--- config.mk ---
export PLATFORM = sky130hd
export DESIGN_NAME = ut_step
export DESIGN_NICKNAME = d
export VERILOG_FILES = /design/src/hdl/ut_pkg.sv /design/src/hdl/ut_step.sv
export SDC_FILE = /design/constraint.sdc
export NUM_CORES = 1
export LEC_CHECK = 0
export BUFFER_PORTS_ARGS = -buffer_cell sky130_fd_sc_hd__buf_2
export CORE_ASPECT_RATIO = 0.9
export CORE_MARGIN = 2
export CORE_UTILIZATION = 40
export DETAILED_ROUTE_END_ITERATION = 12
export GPL_TIMING_DRIVEN = 0
export PLACE_DENSITY = 0.74
export SETUP_SLACK_MARGIN = 0.3
export SYNTH_ARGS = -nofsm -noshare
export SYNTH_HDL_FRONTEND = slang
export SYNTH_SLANG_ARGS = --single-unit
--- constraint.sdc ---
create_clock -name vclk -period 15.35
set_clock_uncertainty 0.1 [all_clocks]
set_input_delay 1.535 -clock vclk [all_inputs]
set_output_delay 1.535 -clock vclk [all_outputs]
set_load 0.02 [all_outputs]
--- src/hdl/ut_pkg.sv ---
// Types and constants of the serial port tick model.
package ut_pkg;

  localparam int ITEM_W = 24;
  localparam int RES_W  = 24;

  localparam logic [15:0] STEP_FAST = 16'd40;
  localparam logic [15:0] STEP_SLOW = 16'd160;

  localparam logic [1:0] FILL_EMPTY = 2'd0;
  localparam logic [1:0] FILL_ONE   = 2'd1;
  localparam logic [1:0] FILL_TWO   = 2'd2;
  localparam logic [1:0] FILL_BAD   = 2'd3;

  localparam logic [1:0] CFG_BAUD_DIVISOR = 2'd0;
  localparam logic [1:0] CFG_HIGH_SPEED   = 2'd1;
  localparam logic [1:0] CFG_LINK_PRESENT = 2'd2;

  typedef enum logic [1:0] {
    LINK_CLOSED = 2'd0,
    LINK_OPEN   = 2'd1,
    LINK_FAILED = 2'd2
  } ut_link_t;

  typedef struct packed {
    logic [7:0] baud_divisor;
    logic       high_speed;
    logic       link_present;
  } ut_cfg_t;

  typedef struct packed {
    logic       port_enable;
    logic       receive_enable;
    logic       status_written;
    logic       tx_write;
    logic [7:0] tx_data;
    logic       rx_read;
    logic       rx_pin_input;
    logic       rx_valid;
    logic [7:0] rx_byte;
  } ut_item_t;

  typedef struct packed {
    logic [7:0] rx_value;
    logic       rx_accepted;
    logic       rx_flag;
    logic       tx_flag;
    logic       tx_empty;
    logic       overrun;
    logic       tx_out_valid;
    logic [7:0] tx_out_byte;
  } ut_result_t;

  typedef struct packed {
    logic [15:0] frame_ticks;
    logic [7:0]  rx_head;
    logic [7:0]  rx_second;
    logic [1:0]  rx_fill;
    logic        overrun_bit;
    logic [7:0]  tx_pending;
    logic        tx_empty_bit;
    logic        tx_flag_bit;
    logic        rx_flag_bit;
    ut_link_t    link;
  } ut_state_t;

endpackage

--- src/hdl/ut_step.sv ---
// Next-state and result logic for one tick of the serial port.
module ut_step import ut_pkg::*; (
  input  ut_state_t  st,
  input  ut_cfg_t    cfg,
  input  ut_item_t   item,
  output ut_state_t  st_nxt,
  output ut_result_t res
);

  always_comb begin
    ut_state_t   s;
    logic [15:0] cnt;
    logic [15:0] step;
    logic [15:0] limit;
    logic        acc;
    logic        sent;
    logic [7:0]  sent_byte;

    s         = st;
    acc       = 1'b0;
    sent      = 1'b0;
    sent_byte = 8'h00;

    // enable edge opens or fails the link; disable closes only an open one
    if (item.port_enable) begin
      if (s.link == LINK_CLOSED) begin
        s.link         = cfg.link_present ? LINK_OPEN : LINK_FAILED;
        s.tx_empty_bit = 1'b1;
        s.tx_flag_bit  = 1'b1;
      end
    end else if (s.link == LINK_OPEN) begin
      s.link = LINK_CLOSED;
    end

    if (item.tx_write) begin
      s.tx_pending   = item.tx_data;
      s.tx_empty_bit = 1'b0;
      s.tx_flag_bit  = 1'b0;
    end

    if (item.status_written && !item.receive_enable) begin
      s.overrun_bit = 1'b0;
      s.frame_ticks = 16'h0000;
    end

    if (item.rx_read) begin
      if (s.rx_fill == FILL_ONE) begin
        s.rx_head     = 8'h00;
        s.rx_flag_bit = 1'b0;
        s.rx_fill     = FILL_EMPTY;
      end else if (s.rx_fill == FILL_TWO) begin
        s.rx_head   = s.rx_second;
        s.rx_second = 8'h00;
        s.rx_fill   = FILL_ONE;
      end
    end

    cnt           = s.frame_ticks + 16'd1;
    step          = cfg.high_speed ? STEP_FAST : STEP_SLOW;
    limit         = ({8'h00, cfg.baud_divisor} + 16'd1) * step;
    s.frame_ticks = cnt;

    if (cnt >= limit) begin
      s.frame_ticks = 16'h0000;
      if (s.link != LINK_CLOSED && cfg.link_present && item.rx_pin_input && item.rx_valid) begin
        acc = 1'b1;
        if (item.receive_enable && !s.overrun_bit) begin
          if (s.rx_fill == FILL_EMPTY) begin
            s.rx_head   = item.rx_byte;
            s.rx_second = 8'h00;
            s.rx_fill   = FILL_ONE;
          end else if (s.rx_fill == FILL_ONE) begin
            s.rx_second = item.rx_byte;
            s.rx_fill   = FILL_TWO;
          end else begin
            s.overrun_bit = 1'b1;
          end
        end
        s.rx_flag_bit = 1'b1;
      end
      if (!s.tx_empty_bit) begin
        if (s.link == LINK_OPEN) begin
          sent      = 1'b1;
          sent_byte = s.tx_pending;
        end
        s.tx_empty_bit = 1'b1;
        s.tx_flag_bit  = 1'b1;
      end
    end

    st_nxt           = s;
    res.rx_value     = s.rx_head;
    res.rx_accepted  = acc;
    res.rx_flag      = s.rx_flag_bit;
    res.tx_flag      = s.tx_flag_bit;
    res.tx_empty     = s.tx_empty_bit;
    res.overrun      = s.overrun_bit;
    res.tx_out_valid = sent;
    res.tx_out_byte  = sent_byte;
  end

endmodule

==> flow_metrics.py, run 1 <==
metrics = {
    "final_layout": {
        "nClkBuffers": 0,
        "drive_gt1_share_pct": 38.46,
        "diodes": 0,
        "nFlopsAndLatches": 0,
        "regArea_um2": 0,
        "nNetsFinal": 651,
        "area.growth.synth_to_final_pct": 33.03,
    },
    "min_path": {
        "hp-start": "st[21]",
        "worstHoldPathType": "input port to primary output",
    },
    "place": {
        "port_buffers": 151,
        "dp_slack_ns": 6.548,
        "dp_hpwl_um": 6591,
        "gp_congestion": 0.7910,
    },
    "floorplanning": {
        "start_util_pct": 42.11,
        "core_area_um2": 6216,
        "dieArea_um2": 7208,
        "die_width_um": 89.27,
        "fp.dieH_um": 80.74,
        "fp-row-count": 27,
        "ios": 151,
    },
    "logic_synthesis": {
        "synth_top_area_share_pct": 26.77,
        "ys_seq_area_share_pct": 0,
        "yosysWarnings": 0,
        "synthDistinctLibCells": 43,
        "synth_area_leaders": "ha_1 (27%), mux2_2 (6.9%), nand2_1 (5.9%)",
        "ys_top_cells_by_count": "ha_1 (56), nand2_1 (41), inv_1 (37)",
        "netlist_instances": 356,
        "netlist_area_um2": 2618,
        "synth.largest_area_cell": "ha_1",
        "syn_nets": 498,
        "synth.most_common_cell": "ha_1",
        "syn_area_per_cell_um2": 7.353,
    },
    "setup_path": {
        "critPathArrivalTime_ns": 7.18,
        "cp-startpoint": "cfg[2]",
        "worst_ep_required_time_ns": 13.72,
        "endpoint_kind": "primary output",
        "cp_max_fo": 8,
        "worstSetupPathType": "input port to primary output",
        "critPathLaunchType": "input port",
    },
    "detailed_routing": {
        "drt-pass1-iter-count": 4,
        "wl_per_cell_um": 12.31,
        "drc_errors": 0,
        "antenna_left": 0,
        "vias_per_cell": 5.044,
        "totalWireLength_um": 7314,
        "dr_total_vias": 2996,
        "drt_iter0_drc": 70,
    },
    "timing": {
        "finalSetupTns_ns": 0,
        "hold_viol": 0,
        "rsz0062_at_grt": "no",
        "maxSlewViolCount": 0,
        "relSlewSlack_pct": 26.16,
        "fin_ws_ns": 6.531,
        "setup_viol_count_final": 0,
        "fmax_mhz": 113.4,
        "worstMarginPinSlew_ns": 1.105,
        "period_needed_ns": 8.819,
        "timing.final.crit_share_pct": 57.45,
    },
    "clock_tree": {
        "postCtsSetupRepairBufs": 0,
        "hold_buffers": 0,
        "cts_resized": 0,
    },
    "global_routing": {
        "antenna_found_initial": 0,
        "overflow": 0,
        "grt_usage_pct": 19.29,
        "grt_pass1_vias": 2818,
        "grt_max_degree": 11,
        "grt_pass1_wl_um": 11690,
    },
    "power": {
        "p_total_w": 0.0001641,
        "p_leak_nw": 1.983,
        "peakVddDrop_v": 0.00002249,
        "powerDensity_nw_per_um2": 47.13,
    },
    "outcome": {
        "run_status": "completed",
    },
    "run": {
        "cap_violations": 0,
    },
}
-- path summary, 6_finish.rpt --
path	to	cells past startpoint
setup / recovery	st_nxt[24]	26
hold / removal	st_nxt[21]	3
-- critical path: stages --
cell and delay, ns:
buf_2 0.14, ha_1 0.24, nand3_1 0.11, xor2_1 0.25, inv_1 0.08, ha_1 0.29
inv_1 0.06, fa_1 0.52, inv_1 0.04, ha_1 0.29, ha_1 0.34, fa_1 0.48
a21o_1 0.20, a21oi_1 0.22, o21bai_1 0.10, a21oi_1 0.19, xor2_1 0.18, ha_1 0.27
a21oi_1 0.17, nand2_1 0.07, a21oi_1 0.38, nand3_4 0.18, nand3_4 0.19, mux2_2 0.38
buf_4 0.13, buf_2 0.15
-- placed cells by master (no fill, tap or decap), types with 7 or more instances in the layout --
master     count
o2bb2ai_1      7
nand3_1       10
a21oi_1       18
nor2b_1       23
mux2_2        16
nor2_1        31
buf_2        151
nand2_1       41
ha_1          56
inv_1         37
xnor2_1       14
xor2_1        15
buf_4         12
nor3_1        11
-- metal layers --
metal	global-route usage, %	vias to the layer above	part of all wire, %
met1	23.37	1379	43
met5	0	-	0
met4	0.4478	0	0.29
met2	36.89	95	50
met3	3.760	2	6.8
li1	-	1520	-
-- cell families after synthesis --
kind of cell	after synthesis	synth area share (%)
AO/OA/AOI/OAI	46	11.95
XOR/XNOR	29	9.704
adder cells (fa/ha/maj)	61	30.59
buffers and inverters	56	10.61
multiplexers	19	8.031
AND/OR/NAND/NOR	145	29.11
-- layout make-up --
class	instances	area, µm²
well taps	87	108.9
fillers	641	2734
inverters	37	138.9
plain buffers	19	138.9
repair buffers	151	755.7
multi-input cells	300	2340
-- report_power, final --
part | total, W | switching (W) | internal, W
clock | 0 | 0 | 0
sequential | 0 | 0 | 0
combinational | 0.000164 | 0.0000949 | 0.0000692
-- through the flow --
step	util [%]	hold slack (ns)	std cells	instance area, µm²
floorplan	-	3.137	356	2618
global placement	56.02	3.306	594	3482
detailed placement	56.02	3.312	594	3482
CTS	56.02	3.316	594	3482
global route	56.02	3.335	594	3482
finish	56.02	3.315	594	3482
No activity file was read; power rests on OpenSTA's default activity.
==> inputs of run 2 (changes only) <==
--- a/config.mk
+++ b/config.mk
@@ -11,7 +11,7 @@
 export CORE_UTILIZATION = 40
 export DETAILED_ROUTE_END_ITERATION = 12
 export GPL_TIMING_DRIVEN = 0
-export PLACE_DENSITY = 0.74
+export PLACE_DENSITY = 0.77
 export SETUP_SLACK_MARGIN = 0.3
 export SYNTH_ARGS = -nofsm -noshare
 export SYNTH_HDL_FRONTEND = slang
==> constraint.sdc (replaced) <==
create_clock -name vclk -period 8.1
set_clock_uncertainty 0.1 [all_clocks]
set_input_delay 0.81 -clock vclk [all_inputs]
set_output_delay 0.81 -clock vclk [all_outputs]
set_load 0.02 [all_outputs]
==> run 2 against run 1 <==
  * Final area unchanged
  * Sequential share of layout area unchanged
  * Via count down 0.10%
  * Cell count unchanged
  * Worst hold slack worse by 1.4 ns
  * Highest routed layer unchanged
==> flow_metrics.py, run 2 (synthesis results as in run 1) <==
metrics = {
    "setup_path": {
        "cp_common_cell": "ha_1",
        "cp_max_fo": 8,
        "critPathLaunchType": "input port",
        "critPathArrivalTime_ns": 6.41,
        "critical-path-top-delay-family": "adder cells",
        "worst-path-buf-inv": 6,
        "worst_ep_required_time_ns": 7.19,
        "cpPeakStageDelay_ns": 0.52,
        "endpoint_kind": "primary output",
        "slowest_stage": "fa_1",
        "worstSetupPathType": "input port to primary output",
    },
    "floorplanning": {
        "fp.dieH_um": 80.74,
        "die_width_um": 89.27,
        "dieArea_um2": 7208,
        "core_area_um2": 6216,
        "start_util_pct": 42.11,
        "ios": 151,
        "fp-row-count": 27,
    },
    "timing": {
        "rsz0062_at_grt": "no",
        "period_needed_ns": 7.323,
        "setup_viol_count_final": 0,
        "finalSetupTns_ns": 0,
        "maxSlewViolCount": 0,
        "timing.final.crit_share_pct": 90.41,
        "worstMarginPinSlew_ns": 1.092,
        "relSlewSlack_pct": 27.06,
        "fmax_mhz": 136.5,
        "hold_viol": 0,
    },
    "power": {
        "peakVddDrop_v": 0.00004713,
        "powerDensity_nw_per_um2": 89.18,
        "p_total_w": 0.0003105,
        "p_leak_nw": 1.983,
    },
    "global_routing": {
        "overflow": 0,
        "grt_pass1_wl_um": 11850,
        "grt_usage_pct": 19.58,
        "antenna_found_initial": 0,
        "grt_pass1_vias": 2913,
        "grt_max_degree": 11,
    },
    "detailed_routing": {
        "wl_per_cell_um": 12.29,
        "drt_iter0_drc": 92,
        "totalWireLength_um": 7301,
        "antenna_left": 0,
        "dr_total_vias": 2993,
        "vias_per_cell": 5.039,
        "drc_errors": 0,
        "drt-pass1-iter-count": 4,
    },
    "clock_tree": {
        "hold_buffers": 0,
        "postCtsSetupRepairBufs": 0,
        "cts_resized": 0,
    },
    "final_layout": {
        "diodes": 0,
        "regArea_um2": 0,
        "nFillCells": 602,
        "layout_common_cells": "buf_2 (151), ha_1 (56), nand2_1 (41), inv_1 (37), nor2_1 (31)",
        "nClkBuffers": 0,
        "final_common_cell": "buf_2",
        "fin_area_um2": 3482,
        "drive_gt1_share_pct": 38.46,
        "area.growth.synth_to_final_pct": 33.03,
        "nNetsFinal": 651,
        "nFlopsAndLatches": 0,
    },
    "place": {
        "dp_hpwl_um": 6577,
        "post_dp_cell_area_um2": 3482,
        "gp_congestion": 0.8118,
        "port_buffers": 151,
    },
    "outcome": {
        "run_status": "completed",
    },
    "run": {
        "cap_violations": 0,
    },
    "min_path": {
        "worstHoldPathType": "input port to primary output",
    },
}
-- run 2: cell counts in the layout (fill, tap and decap cells not counted) --
Identical to the previous run, type by type.
-- run 2: power breakdown --
part | switching (W) | internal [W]
combinational | 0.000179 | 0.000131
sequential | 0 | 0
clock | 0 | 0
-- run 2: area by class of cell --
cell class                 count  area [µm²]  area share (%)
multi-input combinational    300        2340           67.19
tap                           87       108.9           3.126
inverter                      37       138.9           3.988
buffer                        19       138.9           3.988
timing repair buffer         151       755.7           21.70
-- run 2: worst paths after layout --
check	slack, ns	depth (start not counted)	startpoint	end
worst max-delay path	0.78	26	cfg[2]	st_nxt[24]
worst min-delay path	1.87	4	item[3]	st_nxt[19]
-- run 2: stage by stage --
step | std cells | hold WS [ns] | worst slack, ns | util, %
3_3_place_gp | 594 | 1.860 | 0.8770 | 56.02
5_1_grt | 594 | 1.882 | 0.4620 | 56.02
3_5_place_dp | 594 | 1.871 | 0.7624 | 56.02
4_1_cts | 594 | 1.876 | 0.7430 | 56.02
6_report | 594 | 1.868 | 0.7765 | 56.02
2_1_floorplan | 356 | 1.687 | 1.425 | -
-- run 2: tightest hold or removal path: stages --
cell,delay (ns)
buf_2,0.10
inv_1,0.04
o2bb2ai_1,0.05
buf_2,0.15
-- run 2: metal layers --
| layer | vias to the layer above | share of wire, % | GRT usage [%] |
|---|---|---|---|
| li1 | 1510 | - | - |
| met1 | 1378 | 42 | 23.37 |
| met2 | 99 | 51 | 38.22 |
| met3 | 6 | 6.0 | 2.236 |
| met4 | 0 | 0.79 | 2.090 |
| met5 | - | 0 | 0 |
